===== src/hdl/rpt_pkg.sv =====
// Shared types, widths, reset values and lookup functions for the reflow profile thermostat.
// Used by rpt_ctrl, rpt_dp and the top level; depends on nothing else.
`timescale 1ns / 1ps

package rpt_pkg;

   localparam int DEFAULT_MAX_POINTS = 8;

   localparam int OPCODE_W   = 3;
   localparam int TEMP_W     = 12;
   localparam int PIDX_W     = 3;
   localparam int TIME_W     = 16;
   localparam int DEG_W      = 8;
   localparam int TPS_W      = 10;
   localparam int CNT_W      = 4;
   localparam int MARGIN_W   = 4;
   localparam int CSR_IDX_W  = 2;
   localparam int CSR_DATA_W = 12;

   localparam int POINT_W = TIME_W + DEG_W;

   // Percent through a stage is 0 to 99, so seven quotient bits suffice.
   localparam int PCT_W     = 7;
   localparam int PCT_SCALE = 100;
   localparam int NUM_W     = TIME_W + PCT_W;
   localparam int MAG_W     = DEG_W + PCT_W;

   // Division by 100 as a multiplication by 2^20 / 100, rounded up.
   localparam int RECIP_SHIFT = 20;
   localparam int RECIP_100   = 10486;
   localparam int RECIP_W     = MAG_W + 14;

   localparam logic [TPS_W-1:0]    TPS_RESET    = TPS_W'(125);
   localparam logic [CNT_W-1:0]    COUNT_RESET  = CNT_W'(6);
   localparam logic [MARGIN_W-1:0] MARGIN_RESET = MARGIN_W'(2);
   localparam logic [TEMP_W-1:0]   CLIP_RESET   = TEMP_W'(3999);

   typedef enum logic [OPCODE_W-1:0] {
      OP_TICK       = 3'd0,
      OP_SAMPLE     = 3'd1,
      OP_START_STOP = 3'd2,
      OP_MODE       = 3'd3,
      OP_LOAD       = 3'd4
   } opcode_type;

   typedef enum logic [CSR_IDX_W-1:0] {
      CSR_TPS    = 2'd0,
      CSR_COUNT  = 2'd1,
      CSR_MARGIN = 2'd2,
      CSR_CLIP   = 2'd3
   } csr_index_type;

   typedef enum logic [1:0] {
      ADDR_LAST,
      ADDR_ZERO,
      ADDR_NEXT
   } addr_sel_type;

   typedef struct packed {
      logic         apply;
      addr_sel_type addr_sel;
      logic         cap_last;
      logic         cap_first;
      logic         scan_step;
      logic         div_init;
      logic         div_step;
      logic         mul;
      logic         recip;
      logic         target;
      logic         control;
      logic         rsp_load;
   } dp_cmd_type;

   typedef struct packed {
      logic pass;
      logic at_last;
   } dp_status_type;

   // Profile point contents before the point is first loaded.
   function automatic logic [TIME_W-1:0] reset_time(input int idx);
      logic [TIME_W-1:0] value;
      unique case (idx)
         1:       value = TIME_W'(30);
         2:       value = TIME_W'(120);
         3:       value = TIME_W'(150);
         4:       value = TIME_W'(210);
         5:       value = TIME_W'(240);
         default: value = '0;
      endcase
      return value;
   endfunction

   function automatic logic [DEG_W-1:0] reset_deg(input int idx);
      logic [DEG_W-1:0] value;
      unique case (idx)
         0:       value = DEG_W'(25);
         1:       value = DEG_W'(100);
         2:       value = DEG_W'(150);
         3:       value = DEG_W'(183);
         4:       value = DEG_W'(235);
         5:       value = DEG_W'(183);
         default: value = '0;
      endcase
      return value;
   endfunction

endpackage


===== src/hdl/rpt_ram.sv =====
// Generic single write port, single read port RAM with a registered read.
// Stand-alone; used for the profile point store.
`timescale 1ns / 1ps

module rpt_ram #(
   parameter int WIDTH = 8,
   parameter int DEPTH = 8
) (
   input  logic                     clock,
   input  logic                     we,
   input  logic [$clog2(DEPTH)-1:0] waddr,
   input  logic [WIDTH-1:0]         wdata,
   input  logic [$clog2(DEPTH)-1:0] raddr,
   output logic [WIDTH-1:0]         rdata
);

   logic [WIDTH-1:0] mem_ff [DEPTH];
   logic [WIDTH-1:0] rdata_ff;

   always_ff @(posedge clock) begin
      if (we) begin
         mem_ff[waddr] <= wdata;
      end
      rdata_ff <= mem_ff[raddr];
   end

   assign rdata = rdata_ff;

endmodule


===== src/hdl/rpt_ctrl.sv =====
// Sequencing state machine of the reflow profile thermostat.
// Depends on rpt_pkg for the command and status structs.
`timescale 1ns / 1ps

module rpt_ctrl (
   input  logic                   clock,
   input  logic                   reset,
   input  logic                   req_valid,
   output logic                   req_ready,
   output logic                   rsp_valid,
   input  logic                   rsp_ready,
   input  rpt_pkg::dp_status_type status,
   output rpt_pkg::dp_cmd_type    cmd
);
   import rpt_pkg::*;

   localparam int DCNT_W = $clog2(PCT_W);

   typedef enum logic [3:0] {
      S_IDLE,
      S_LAST,
      S_FIRST,
      S_CUR,
      S_CHK,
      S_DIVINIT,
      S_DIV,
      S_MUL,
      S_RECIP,
      S_TGT,
      S_CTRL,
      S_OUT
   } state_type;

   state_type         state_ff;
   logic              ready_ff;
   logic              rsp_valid_ff;
   logic [DCNT_W-1:0] div_cnt_ff;
   logic              accept;
   logic              slot_free;

   assign accept    = req_valid && ready_ff;
   assign slot_free = !rsp_valid_ff || rsp_ready;

   always_comb begin
      cmd          = '0;
      cmd.addr_sel = ADDR_ZERO;
      unique case (state_ff)
         S_IDLE:    cmd.apply = accept;
         S_LAST:    cmd.addr_sel = ADDR_LAST;
         S_FIRST: begin
            cmd.cap_last = 1'b1;
            cmd.addr_sel = ADDR_ZERO;
         end
         S_CUR: begin
            cmd.cap_first = 1'b1;
            cmd.addr_sel  = ADDR_NEXT;
         end
         S_CHK: begin
            cmd.scan_step = 1'b1;
            cmd.addr_sel  = ADDR_NEXT;
         end
         S_DIVINIT: cmd.div_init = 1'b1;
         S_DIV:     cmd.div_step = 1'b1;
         S_MUL:     cmd.mul = 1'b1;
         S_RECIP:   cmd.recip = 1'b1;
         S_TGT:     cmd.target = 1'b1;
         S_CTRL:    cmd.control = 1'b1;
         S_OUT:     cmd.rsp_load = slot_free;
         default:   cmd = '0;
      endcase
   end

   always_ff @(posedge clock) begin
      if (reset) begin
         state_ff     <= S_IDLE;
         ready_ff     <= 1'b1;
         rsp_valid_ff <= 1'b0;
         div_cnt_ff   <= '0;
      end else begin
         if (rsp_valid_ff && rsp_ready) begin
            rsp_valid_ff <= 1'b0;
         end
         unique case (state_ff)
            S_IDLE: begin
               if (accept) begin
                  ready_ff <= 1'b0;
                  state_ff <= S_LAST;
               end
            end
            S_LAST:  state_ff <= S_FIRST;
            S_FIRST: state_ff <= S_CUR;
            S_CUR:   state_ff <= S_CHK;
            S_CHK: begin
               if (!status.pass) begin
                  state_ff <= S_DIVINIT;
               end else if (status.at_last) begin
                  state_ff <= S_TGT;
               end
            end
            S_DIVINIT: begin
               div_cnt_ff <= DCNT_W'(PCT_W - 1);
               state_ff   <= S_DIV;
            end
            S_DIV: begin
               if (div_cnt_ff == '0) begin
                  state_ff <= S_MUL;
               end else begin
                  div_cnt_ff <= div_cnt_ff - DCNT_W'(1);
               end
            end
            S_MUL:   state_ff <= S_RECIP;
            S_RECIP: state_ff <= S_TGT;
            S_TGT:   state_ff <= S_CTRL;
            S_CTRL:  state_ff <= S_OUT;
            S_OUT: begin
               if (slot_free) begin
                  rsp_valid_ff <= 1'b1;
                  ready_ff     <= 1'b1;
                  state_ff     <= S_IDLE;
               end
            end
            default: state_ff <= S_IDLE;
         endcase
      end
   end

   assign req_ready = ready_ff;
   assign rsp_valid = rsp_valid_ff;

endmodule


===== src/hdl/rpt_dp.sv =====
// Datapath of the reflow profile thermostat: settings, oven state, point store,
// stage scan, percent divider, interpolation and relay control. Depends on rpt_pkg, rpt_ram.
`timescale 1ns / 1ps

module rpt_dp #(
   parameter int MAX_POINTS = rpt_pkg::DEFAULT_MAX_POINTS
) (
   input  logic                            clock,
   input  logic                            reset,
   input  rpt_pkg::dp_cmd_type             cmd,
   output rpt_pkg::dp_status_type          status,
   input  logic                            csr_we,
   input  logic [rpt_pkg::CSR_IDX_W-1:0]   csr_index,
   input  logic [rpt_pkg::CSR_DATA_W-1:0]  csr_wdata,
   input  logic [rpt_pkg::OPCODE_W-1:0]    req_opcode,
   input  logic [rpt_pkg::TEMP_W-1:0]      req_raw_temp,
   input  logic [rpt_pkg::PIDX_W-1:0]      req_point_index,
   input  logic [rpt_pkg::TIME_W-1:0]      req_point_time,
   input  logic [rpt_pkg::DEG_W-1:0]       req_point_degrees,
   output logic                            rsp_heater,
   output logic                            rsp_following,
   output logic                            rsp_profile_mode,
   output logic [rpt_pkg::DEG_W-1:0]       rsp_setpoint,
   output logic [rpt_pkg::TIME_W-1:0]      rsp_elapsed_seconds,
   output logic [rpt_pkg::TEMP_W-1:0]      rsp_oven_temp
);
   import rpt_pkg::*;

   localparam int IDX_W   = $clog2(MAX_POINTS);
   localparam int EXT_W   = (IDX_W + 1 > CNT_W) ? IDX_W + 1 : CNT_W;
   localparam int DEGC_W  = TEMP_W - 2;
   localparam int CMP_W   = DEGC_W + 1;

   // Settings.
   logic [TPS_W-1:0]    tps_ff;
   logic [CNT_W-1:0]    count_ff;
   logic [MARGIN_W-1:0] margin_ff;
   logic [TEMP_W-1:0]   clip_ff;

   always_ff @(posedge clock) begin
      if (reset) begin
         tps_ff    <= TPS_RESET;
         count_ff  <= COUNT_RESET;
         margin_ff <= MARGIN_RESET;
         clip_ff   <= CLIP_RESET;
      end else if (csr_we) begin
         unique case (csr_index_type'(csr_index))
            CSR_TPS:    tps_ff    <= csr_wdata[TPS_W-1:0];
            CSR_COUNT:  count_ff  <= csr_wdata[CNT_W-1:0];
            CSR_MARGIN: margin_ff <= csr_wdata[MARGIN_W-1:0];
            CSR_CLIP:   clip_ff   <= csr_wdata[TEMP_W-1:0];
            default:    tps_ff    <= tps_ff;
         endcase
      end
   end

   // Points in use, clamped to the range two to MAX_POINTS.
   logic [EXT_W-1:0] cnt_ext;
   logic [EXT_W-1:0] used_ext;
   logic [IDX_W-1:0] last_idx;

   always_comb begin
      cnt_ext = EXT_W'(count_ff);
      if (cnt_ext < EXT_W'(2)) begin
         used_ext = EXT_W'(2);
      end else if (cnt_ext > EXT_W'(MAX_POINTS)) begin
         used_ext = EXT_W'(MAX_POINTS);
      end else begin
         used_ext = cnt_ext;
      end
   end

   assign last_idx = IDX_W'(used_ext - EXT_W'(1));

   // Oven state and event handling.
   logic              heater_ff, heater_in;
   logic              follow_ff, follow_in;
   logic              mode_ff, mode_in;
   logic [TEMP_W-1:0] latest_ff, latest_in;
   logic [TPS_W-1:0]  frac_ff, frac_in;
   logic [TIME_W-1:0] sec_ff, sec_in;
   logic [DEG_W-1:0]  target_ff;
   logic [TIME_W-1:0] last_time_ff;

   logic [TPS_W:0]     frac_inc;
   logic [TPS_W-1:0]   tps_eff;
   logic [DEGC_W-1:0]  deg_now;
   logic               low_hit;
   logic               high_hit;

   assign frac_inc = {1'b0, frac_ff} + (TPS_W + 1)'(1);
   assign tps_eff  = (tps_ff == '0) ? TPS_W'(1) : tps_ff;
   assign deg_now  = latest_ff[TEMP_W-1:2];
   assign low_hit  = (CMP_W'(deg_now) + CMP_W'(margin_ff)) < CMP_W'(target_ff);
   assign high_hit = deg_now > DEGC_W'(target_ff);

   always_comb begin
      heater_in = heater_ff;
      follow_in = follow_ff;
      mode_in   = mode_ff;
      latest_in = latest_ff;
      frac_in   = frac_ff;
      sec_in    = sec_ff;
      if (cmd.apply) begin
         unique case (opcode_type'(req_opcode))
            OP_TICK: begin
               if (frac_inc >= {1'b0, tps_eff}) begin
                  frac_in = '0;
                  if (sec_ff != '1) begin
                     sec_in = sec_ff + TIME_W'(1);
                  end
               end else begin
                  frac_in = frac_inc[TPS_W-1:0];
               end
            end
            OP_SAMPLE: latest_in = (req_raw_temp > clip_ff) ? clip_ff : req_raw_temp;
            OP_START_STOP: begin
               if (!mode_ff) begin
                  heater_in = !heater_ff;
               end else begin
                  follow_in = !follow_ff;
               end
               frac_in = '0;
               sec_in  = '0;
            end
            OP_MODE: mode_in = !mode_ff;
            default: mode_in = mode_ff;
         endcase
      end else if (cmd.control && follow_ff) begin
         if (!heater_ff && low_hit) begin
            heater_in = 1'b1;
         end else if (heater_ff && high_hit) begin
            heater_in = 1'b0;
         end
         if (sec_ff >= last_time_ff) begin
            follow_in = 1'b0;
            heater_in = 1'b0;
         end
      end
   end

   always_ff @(posedge clock) begin
      if (reset) begin
         heater_ff <= 1'b0;
         follow_ff <= 1'b0;
         mode_ff   <= 1'b0;
         latest_ff <= '0;
         frac_ff   <= '0;
         sec_ff    <= '0;
      end else begin
         heater_ff <= heater_in;
         follow_ff <= follow_in;
         mode_ff   <= mode_in;
         latest_ff <= latest_in;
         frac_ff   <= frac_in;
         sec_ff    <= sec_in;
      end
   end

   // Point store. An entry that was never loaded reads as its reset value.
   logic [EXT_W-1:0]      widx_ext;
   logic                  wr_en;
   logic [IDX_W-1:0]      wr_addr;
   logic [MAX_POINTS-1:0] pt_valid_ff;
   logic [IDX_W-1:0]      scan_ff;
   logic [IDX_W-1:0]      rd_addr;
   logic [IDX_W-1:0]      rd_addr_ff;
   logic                  rd_valid_ff;
   logic [POINT_W-1:0]    ram_q;
   logic [POINT_W-1:0]    rd_point;
   logic [TIME_W-1:0]     rd_time;
   logic [DEG_W-1:0]      rd_deg;

   assign widx_ext = EXT_W'(req_point_index);
   assign wr_en    = cmd.apply && (req_opcode == OP_LOAD) && (widx_ext < EXT_W'(MAX_POINTS));
   assign wr_addr  = widx_ext[IDX_W-1:0];

   always_comb begin
      unique case (cmd.addr_sel)
         ADDR_LAST: rd_addr = last_idx;
         ADDR_ZERO: rd_addr = '0;
         ADDR_NEXT: rd_addr = scan_ff + IDX_W'(1);
         default:   rd_addr = '0;
      endcase
   end

   rpt_ram #(
      .WIDTH(POINT_W),
      .DEPTH(MAX_POINTS)
   ) u_points (
      .clock(clock),
      .we   (wr_en),
      .waddr(wr_addr),
      .wdata({req_point_time, req_point_degrees}),
      .raddr(rd_addr),
      .rdata(ram_q)
   );

   always_ff @(posedge clock) begin
      if (reset) begin
         pt_valid_ff <= '0;
      end else if (wr_en) begin
         pt_valid_ff[wr_addr] <= 1'b1;
      end
   end

   always_ff @(posedge clock) begin
      rd_addr_ff  <= rd_addr;
      rd_valid_ff <= pt_valid_ff[rd_addr];
   end

   assign rd_point = rd_valid_ff ? ram_q
                                 : {reset_time(int'(rd_addr_ff)), reset_deg(int'(rd_addr_ff))};
   assign rd_time  = rd_point[POINT_W-1:DEG_W];
   assign rd_deg   = rd_point[DEG_W-1:0];

   assign status.pass    = sec_ff >= rd_time;
   assign status.at_last = scan_ff == last_idx;

   // Stage scan: cur holds the stage start, nxt the stage end.
   logic [TIME_W-1:0] cur_time_ff;
   logic [DEG_W-1:0]  cur_deg_ff;
   logic [TIME_W-1:0] nxt_time_ff;
   logic [DEG_W-1:0]  nxt_deg_ff;
   logic              last_stage_ff;

   always_ff @(posedge clock) begin
      if (cmd.apply) begin
         scan_ff       <= '0;
         last_stage_ff <= 1'b0;
      end
      if (cmd.cap_last) begin
         last_time_ff <= rd_time;
      end
      if (cmd.cap_first) begin
         cur_time_ff <= rd_time;
         cur_deg_ff  <= rd_deg;
         scan_ff     <= scan_ff + IDX_W'(1);
      end
      if (cmd.scan_step) begin
         if (status.pass) begin
            cur_time_ff <= rd_time;
            cur_deg_ff  <= rd_deg;
            if (status.at_last) begin
               last_stage_ff <= 1'b1;
            end else begin
               scan_ff <= scan_ff + IDX_W'(1);
            end
         end else begin
            nxt_time_ff <= rd_time;
            nxt_deg_ff  <= rd_deg;
         end
      end
   end

   // Percent through the stage: restoring division, one quotient bit a cycle.
   logic [NUM_W-1:0]  num_full;
   logic [TIME_W-1:0] rem_ff;
   logic [PCT_W-1:0]  numlo_ff;
   logic [TIME_W-1:0] span_ff;
   logic [PCT_W-1:0]  quo_ff;
   logic              zero_pct_ff;
   logic [TIME_W:0]   trial;
   logic              trial_ge;

   assign num_full = NUM_W'(sec_ff - cur_time_ff) * NUM_W'(PCT_SCALE);
   assign trial    = {rem_ff, numlo_ff[PCT_W-1]};
   assign trial_ge = trial >= {1'b0, span_ff};

   always_ff @(posedge clock) begin
      if (cmd.div_init) begin
         rem_ff      <= num_full[NUM_W-1:PCT_W];
         numlo_ff    <= num_full[PCT_W-1:0];
         span_ff     <= nxt_time_ff - cur_time_ff;
         quo_ff      <= '0;
         zero_pct_ff <= (sec_ff < cur_time_ff) || (nxt_time_ff <= cur_time_ff);
      end
      if (cmd.div_step) begin
         rem_ff   <= trial_ge ? TIME_W'(trial - {1'b0, span_ff}) : trial[TIME_W-1:0];
         numlo_ff <= {numlo_ff[PCT_W-2:0], 1'b0};
         quo_ff   <= {quo_ff[PCT_W-2:0], trial_ge};
      end
   end

   // Interpolation: |stop - start| * percent, then division by 100 by reciprocal.
   logic [PCT_W-1:0]   pct;
   logic               down;
   logic [DEG_W-1:0]   dmag;
   logic               down_ff;
   logic [MAG_W-1:0]   mag_ff;
   logic [RECIP_W-1:0] recip_ff;
   logic [DEG_W-1:0]   step_deg;
   logic [DEG_W-1:0]   target_in;

   assign pct      = zero_pct_ff ? '0 : quo_ff;
   assign down     = nxt_deg_ff < cur_deg_ff;
   assign dmag     = down ? (cur_deg_ff - nxt_deg_ff) : (nxt_deg_ff - cur_deg_ff);
   assign step_deg = recip_ff[RECIP_SHIFT +: DEG_W];

   always_comb begin
      if (last_stage_ff) begin
         target_in = cur_deg_ff;
      end else if (down_ff) begin
         target_in = cur_deg_ff - step_deg;
      end else begin
         target_in = cur_deg_ff + step_deg;
      end
   end

   always_ff @(posedge clock) begin
      if (cmd.mul) begin
         down_ff <= down;
         mag_ff  <= MAG_W'(dmag) * MAG_W'(pct);
      end
      if (cmd.recip) begin
         recip_ff <= RECIP_W'(mag_ff) * RECIP_W'(RECIP_100);
      end
      if (cmd.target) begin
         target_ff <= target_in;
      end
   end

   // Result word.
   always_ff @(posedge clock) begin
      if (cmd.rsp_load) begin
         rsp_heater          <= heater_ff;
         rsp_following       <= follow_ff;
         rsp_profile_mode    <= mode_ff;
         rsp_setpoint        <= target_ff;
         rsp_elapsed_seconds <= sec_ff;
         rsp_oven_temp       <= latest_ff;
      end
   end

endmodule


===== src/hdl/reflow_profile_thermostat.sv =====
// Top level of the reflow profile thermostat: request, result and settings ports.
// Depends on rpt_pkg, rpt_ctrl and rpt_dp.
// From acceptance to result the stage scan reads one point per cycle from the point store;
// unless the last stage is in force, the percent divider then produces one quotient bit per
// cycle. A result waiting in the output register does not hold off the next request.
// Synchronous reset restores settings, oven state and profile points at once; no clearing
// pass is needed.
`timescale 1ns / 1ps

module reflow_profile_thermostat #(
   parameter int MAX_POINTS = rpt_pkg::DEFAULT_MAX_POINTS
) (
   input  logic                            clock,
   input  logic                            reset,
   // Request channel: one event word per handshake.
   input  logic                            req_valid,
   output logic                            req_ready,
   input  logic [rpt_pkg::OPCODE_W-1:0]    req_opcode,
   input  logic [rpt_pkg::TEMP_W-1:0]      req_raw_temp,
   input  logic [rpt_pkg::PIDX_W-1:0]      req_point_index,
   input  logic [rpt_pkg::TIME_W-1:0]      req_point_time,
   input  logic [rpt_pkg::DEG_W-1:0]       req_point_degrees,
   // Result channel: one status word for every request word.
   output logic                            rsp_valid,
   input  logic                            rsp_ready,
   output logic                            rsp_heater,
   output logic                            rsp_following,
   output logic                            rsp_profile_mode,
   output logic [rpt_pkg::DEG_W-1:0]       rsp_setpoint,
   output logic [rpt_pkg::TIME_W-1:0]      rsp_elapsed_seconds,
   output logic [rpt_pkg::TEMP_W-1:0]      rsp_oven_temp,
   // Settings write port.
   input  logic                            csr_we,
   input  logic [rpt_pkg::CSR_IDX_W-1:0]   csr_index,
   input  logic [rpt_pkg::CSR_DATA_W-1:0]  csr_wdata
);
   import rpt_pkg::*;

   // The controller only sequences; all data arithmetic and the oven state live in the datapath.
   // Each word first updates the oven state, then the controller walks the profile
   // points to find the current stage, runs the percent divider and the interpolation unless the
   // last stage is in force, and finally applies the relay rule before the word is handed out.
   dp_cmd_type    cmd;
   dp_status_type status;

   rpt_ctrl u_ctrl (
      .clock    (clock),
      .reset    (reset),
      .req_valid(req_valid),
      .req_ready(req_ready),
      .rsp_valid(rsp_valid),
      .rsp_ready(rsp_ready),
      .status   (status),
      .cmd      (cmd)
   );

   // The datapath holds the point store; unloaded points read as the default profile.
   rpt_dp #(
      .MAX_POINTS(MAX_POINTS)
   ) u_dp (
      .clock              (clock),
      .reset              (reset),
      .cmd                (cmd),
      .status             (status),
      .csr_we             (csr_we),
      .csr_index          (csr_index),
      .csr_wdata          (csr_wdata),
      .req_opcode         (req_opcode),
      .req_raw_temp       (req_raw_temp),
      .req_point_index    (req_point_index),
      .req_point_time     (req_point_time),
      .req_point_degrees  (req_point_degrees),
      .rsp_heater         (rsp_heater),
      .rsp_following      (rsp_following),
      .rsp_profile_mode   (rsp_profile_mode),
      .rsp_setpoint       (rsp_setpoint),
      .rsp_elapsed_seconds(rsp_elapsed_seconds),
      .rsp_oven_temp      (rsp_oven_temp)
   );

endmodule


===== config.mk =====
export PLATFORM = sky130hd
export DESIGN_NAME = reflow_profile_thermostat
export DESIGN_NICKNAME = d
export VERILOG_FILES = /design/src/hdl/rpt_pkg.sv /design/src/hdl/rpt_ram.sv /design/src/hdl/rpt_ctrl.sv /design/src/hdl/rpt_dp.sv /design/src/hdl/reflow_profile_thermostat.sv
export SDC_FILE = /design/constraint.sdc
export NUM_CORES = 1
export LEC_CHECK = 0
export ABC_CLOCK_PERIOD_IN_PS = 8100
export BUFFER_PORTS_ARGS = -buffer_cell sky130_fd_sc_hd__buf_2
export CORE_MARGIN = 2
export CORE_UTILIZATION = 60
export DETAILED_ROUTE_END_ITERATION = 10
export GPL_TIMING_DRIVEN = 0
export HOLD_SLACK_MARGIN = 0.1
export PLACE_DENSITY = 0.88
export SYNTH_ARGS = -nofsm -noshare
export SYNTH_HDL_FRONTEND = slang
export SYNTH_SLANG_ARGS = --single-unit

===== constraint.sdc =====
create_clock -name clock -period 8.1 [get_ports clock]
set_clock_uncertainty 0.1 [all_clocks]
set_input_delay 0.405 -clock clock [delete_from_list [all_inputs] [get_ports clock]]
set_output_delay 0.405 -clock clock [all_outputs]
set_load 0.03 [all_outputs]

# Word level (Yosys, flattened, before mapping)
# Memory sizes are Yosys's and may differ from the RTL's. A register that Yosys moved wholly into a read port is not among the register bits.
# Index checks and enable logic that the tools add are counted.
# totals
regBits	295
ramBits	192
input_bits	61
out_inout_bits	41
wordCells	239
memories	1
# memory_table
name	depth	width	read_ports	rd_ports_with_merged_regs	wr	line_no	rtl
u_dp.u_points.mem_ff	8	24	1	1	1	rpt_ram.sv:17	logic [WIDTH-1:0] mem_ff [DEPTH];
# op_classes
addsub	13
n_mul	3
magnitude_cmp	16
eq_ne	36
muxes	83
bitwise	2
n_reduce_logical	45
# ops
op	count
$mux W16	8
$pmux W8 S5	2
$mux W8	6
$pmux W4 S12	1
$mux W1	36
$mux W7	5
$ge A16 B16 Y1	2
$pmux W16 S2	1
$sub A16 B16 Y16	2
$mul A15 B13 Y27 const B	1
$mux W24	1
$mux W3	8
$sub A8 B8 Y8	3
$mul A23 B5 Y21 const B	1
$mux W10	2
$mux W4	5
$pmux W10 S2	1
$reduce_and A2 Y1	9
$ge A17 B16 Y1	1
$sub A16 B16 Y17	1
$add A16 B1 Y16 const B	1
$eq A4 B3 Y1 const B	4
$eq A4 B4 Y1 const B	4
$le A16 B16 Y1	1
49 further kinds	92

# Longest topological paths before layout
# logic_depth
word_depth	8
ltp_mapped	31
mapped_depth_nobuf	30

# Modules after synthesis
# Synthesis repeated with hierarchy kept, for this count alone.
# unflattened
cells_unflattened	2660
area_unflattened_um2	30483.0
# modules_own_cells
mod	instances	cells_each	area_per_inst_um2	seq_area_each_um2
rpt_dp	1	2265	22058.7	6906.6
rpt_ram	1	314	7810.0	6246.0
rpt_ctrl	1	81	614.3	180.2

# Least setup slack after synthesis
# Ideal clock, no wire load.
# synth_timing
kind	register to register
start	reg u_dp.nxt_deg_ff[0]
end	reg u_dp.mag_ff[14] (data pin)
setup_time_ns	0.266
t_arrival_ns	6.357
path_slack_ns	1.378
stages_incl_launch_ff	32
period_less_slack_ns	6.722
cell_sequence	edfxtp_1 > inv_1 > ha_1 > inv_1 > fa_1 > a21o_1 > a221o_1 > a21o_1 > a21o_1 > buf_6 > mux2i_1 > o22ai_1 > o21ai_0 > xor2_1 > nor2_1 > fa_1 > inv_1 > fa_1 > inv_1 > fa_1 > inv_1 > fa_1 > inv_1 > ha_1 > inv_1 > o21bai_1 > a21oi_1 > nor2b_1 > o2111ai_1 > nand2_1 > o41ai_1 > xnor2_1
# synth_via
elab_chain_len	3
elab_cells_between_ends	5
# synth_rtl
item	line_no	rtl
from (decl)	rpt_dp.sv:224	logic [DEG_W-1:0] nxt_deg_ff;
from (signal assigned)	rpt_dp.sv:251	nxt_deg_ff <= rd_deg;
$sub A8 B8 Y8 or $lt A8 B8 Y1 (tied branches)	rpt_dp.sv:297, rpt_dp.sv:296	
$mux W8 (*)	rpt_dp.sv:297	assign dmag = down ? (cur_deg_ff - nxt_deg_ff) : (nxt_deg_ff - cur_deg_ff);
$mul A8 B7 Y15 (*)	rpt_dp.sv:313	mag_ff <= MAG_W'(dmag) * MAG_W'(pct);
to (signal assigned)	rpt_dp.sv:313	
to (decl)	rpt_dp.sv:290	logic [MAG_W-1:0] mag_ff;
# Mark *: on every way between the ends. The rest lies on a longest branch, timed or not.
# A chain may end at the register's enable or synchronous reset.

# Worst setup path in the final report
# layout_timing
start	reg u_dp.cur_deg_ff[1]
end	reg u_dp.mag_ff[14] (data pin)
# layout_via
elab_chain_len	3
elab_cells_between_ends	5
# layout_rtl
item	line_no	rtl
from (decl)	rpt_dp.sv:222	logic [DEG_W-1:0] cur_deg_ff;
from (signal assigned)	rpt_dp.sv:237	cur_deg_ff <= rd_deg;
from (signal assigned)	rpt_dp.sv:243	cur_deg_ff <= rd_deg;
$sub A8 B8 Y8 or $lt A8 B8 Y1 (tied branches)	rpt_dp.sv:297, rpt_dp.sv:296	
$mux W8 (*)	rpt_dp.sv:297	
$mul A8 B7 Y15 (*)	rpt_dp.sv:313	
# Marked as above.

==> results.md <==
- Status: complete, no violations
- Met1 usage: 0.327
- Die W: 229 um
- Sequential fraction of the synthesis area: 0.438
- Gate Count Post-Synth: 2978
- Die Footprint: 0.0526 mm^2
- WL/cell: 18.2 um
- Postcts setup bufs: 0
- Area of the multi-input gates: 0.0154 mm^2
- Worst skew pair latency: 0.62 ns
- RSZ-0062 raised after global routing: false
- Tmin final: 7.40 ns
- Yosys warning count: 0
- Vias in the first global route: 23000
- Gr busiest metal: met2
- Via-to-Cell Ratio: 5.82
- # clock sinks: 492
- Slew headroom: 0.0425
- Starting Density: 0.607
- Yosys cell types: 72
- Drc violations: 0
- Final Hold Viols: 0
- Post-route clock period utilization: 0.914
- Hpwl dp: 50700 um
- Delay-heaviest family, CP: adder cells
- R2r setup slk: 0.70 ns
- Reg2reg start: u_dp.cur_deg_ff[1]$_DFF_P_
- Top-area cell type share of the netlist area: 0.343
- I/O pins: 102
- Commonest cells in the netlist: inv_1 (375), nand2_1 (354), edfxtp_1 (348)
- R2R Path End: u_dp.mag_ff[14]$_DFFE_PP_
- GR Layer Usage met2: 0.480
- EDFF count, synth: 348
- Startpoint types: register
- Syn_area_per_cell: 10.2 um^2
- Ranking of synthesized cells by area: edfxtp_1 (34%), ha_1 (14%), dfxtp_1 (9.5%)
- Clock buffer count from CTS: 48
- Root Buffer: clkbuf_16
- Stages on worst setup path: 29
- FF+latch area: 0.0133 mm^2
- Core Rows: 82
- Final TNS setup: 0 ns
- Iter 0 DRT Violations: 1922
- Area leader, netlist: edfxtp_1
- Global route overflow: 0
- Most used cell, CP: inv_1
- Reg2reg path depth: 29
- WL final: 70900 um
- Post-Synthesis Net Count: 3488
- WP buf/inv: 7
- Reg clk slew, reported paths: 0.06 ns
- Max Cap Violations: 0
- First-pass GRT wire length: 115000 um
- Htree depth: 2
- CP max-delay cell: fa_1
- RD Place Congestion: 0.903
- Initial antenna violation count: 3
- Port bufs: 100
- WP data required: 8.36 ns
- Slew Limit Fails: 0
- TritonRoute pass-1 iters: 6
- CP Class: register to register
- FF+latch count, synth: 492
- Synthesized area: 0.0305 mm^2
- Core Footprint: 0.0502 mm^2
- Crit. Startpoint: u_dp.cur_deg_ff[1]$_DFF_P_
- CP endpoint kind: register
- Filler Cells Inserted: 3386
- Nets: 3695
- Largest net degree at the start of global routing: 29
- GRT Overall Usage: 0.272
- Share of cells above drive strength 1: 0.0791
- Least-Margin Pin Slew: 1.42 ns
- Fraction of registers with async set/reset: 0
- Crit-path max FO: 9
- Chip Height: 229 um
- Fmax: 0.135 GHz
- Top FF cell, synth: edfxtp_1
- Most common cell in the netlist: inv_1
- DR vias: 22700
- Antenna Nets Post-Route: 0
- Clock Path Buffers: 3
- Worst EP arrival: 7.66 ns
- TritonCTS clock tree: yes
- Final setup viols: 0
- Crit path to: u_dp.mag_ff[14]$_DFFE_PP_
- Area growth from synthesis to layout: 12.4%
- Routing usage on met3: 0.0420
- Slowest stage delay, CP: 0.53 ns
- Hold WC Path Type: primary input to register
==> final cells by class <==
cell class              instances  share of cell area
inverters                     378              0.0415
multi-input cells            2016               0.451
flip-flops and latches        492               0.390
diodes                          1           0.0000731
clock inverters                17             0.00497
plain buffers                  92              0.0104
clock buffers                  73              0.0448
repair buffers                157              0.0334
well taps                     672              0.0246
==> registers in the layout, summed over array words and instances, names as in the netlist, 10 cells and up <==
signal                    flops
u_dp.rsp_oven_temp           12
u_dp.u_points.rdata          24
u_dp.u_points.mem_ff        192
u_dp.latest_ff               12
u_dp.last_time_ff            16
u_dp.span_ff                 16
u_dp.tps_ff                  10
u_dp.nxt_time_ff             16
u_dp.frac_ff                 10
u_dp.sec_ff                  16
u_dp.clip_ff                 12
u_dp.rsp_elapsed_seconds     16
u_dp.rem_ff                  16
u_dp.cur_time_ff             16
u_dp.mag_ff                  15
==> what timing repair did <==
item,4_1_cts,5_1_grt
hold buffers,44,0
endpoints found under the setup margin,0,1
gates resized for setup,0,2
endpoints found under the hold margin,227,0
==> logic make-up (layout without fill, tap and decap cells) <==
| logic type | Yosys count | in the layout | synth area share |
|---|---|---|---|
| other | 0 | 1 | 0 |
| flip-flops | 492 | 492 | 0.438 |
| AND/OR/NAND/NOR | 945 | 945 | 0.141 |
| buffers and inverters | 470 | 717 | 0.0583 |
| multiplexers | 58 | 58 | 0.0196 |
| AO/OA/AOI/OAI | 456 | 456 | 0.0976 |
| adder cells (fa/ha/maj) | 449 | 449 | 0.214 |
| XOR/XNOR | 108 | 108 | 0.0315 |
==> placed cells by master, fill, tap and decap left out, drive strengths merged, types with 115 or more instances in the layout <==
master,instances
nand2,354
inv,381
dfxtp,144
nand3,157
edfxtp,348
fa,120
ha,329
nor2,219
clkbuf,159
buf,119
a21oi,115
==> worst min-delay path by stage <==
stage	from	depth (start not counted)	to
floorplan	u_dp.latest_ff[0]$_SDFFE_PP0P_	0	u_dp.rsp_oven_temp[0]$_DFFE_PP_
global placement	u_dp.latest_ff[0]$_SDFFE_PP0P_	0	u_dp.rsp_oven_temp[0]$_DFFE_PP_
detailed placement	u_dp.latest_ff[1]$_SDFFE_PP0P_	0	u_dp.rsp_oven_temp[1]$_DFFE_PP_
CTS	csr_index[1]	4	u_dp.clip_ff[0]$_SDFFE_PP1P_
global route	csr_we	4	u_dp.clip_ff[0]$_SDFFE_PP1P_
finish	csr_we	4	u_dp.clip_ff[0]$_SDFFE_PP1P_
==> worst min-delay path, stage by stage <==
cell	delay, ns
buf_2	0.13
nand3_1	0.12
nand2_1	0.07
nand3b_1	0.07
==> metal layers <==
metal  part of all wire  wire [um]  up-vias
met5            0.00032         23        -
met3              0.069       4910      228
met4              0.044       3140        4
met2               0.50      35200      977
met1               0.39      27700    10800
li1                   -          -    10700
==> metrics by stage <==
stage                     setup slack (ns)  std cells  area (um^2)  hold slack [ns]   util
after floorplan                       1.38       2978        30500            0.309      -
final                                0.697       3898        34200            0.123  0.682
after global placement               0.827       3750        31800            0.319  0.634
after CTS                            0.560       3897        34200            0.106  0.682
after detailed placement             0.770       3763        32100            0.332  0.639
after global routing                 0.120       3898        34200            0.129  0.682
Power is left out: the tool's default activity adds up to more than one toggle a clock period on the data nets, which glitch-free logic cannot reach.
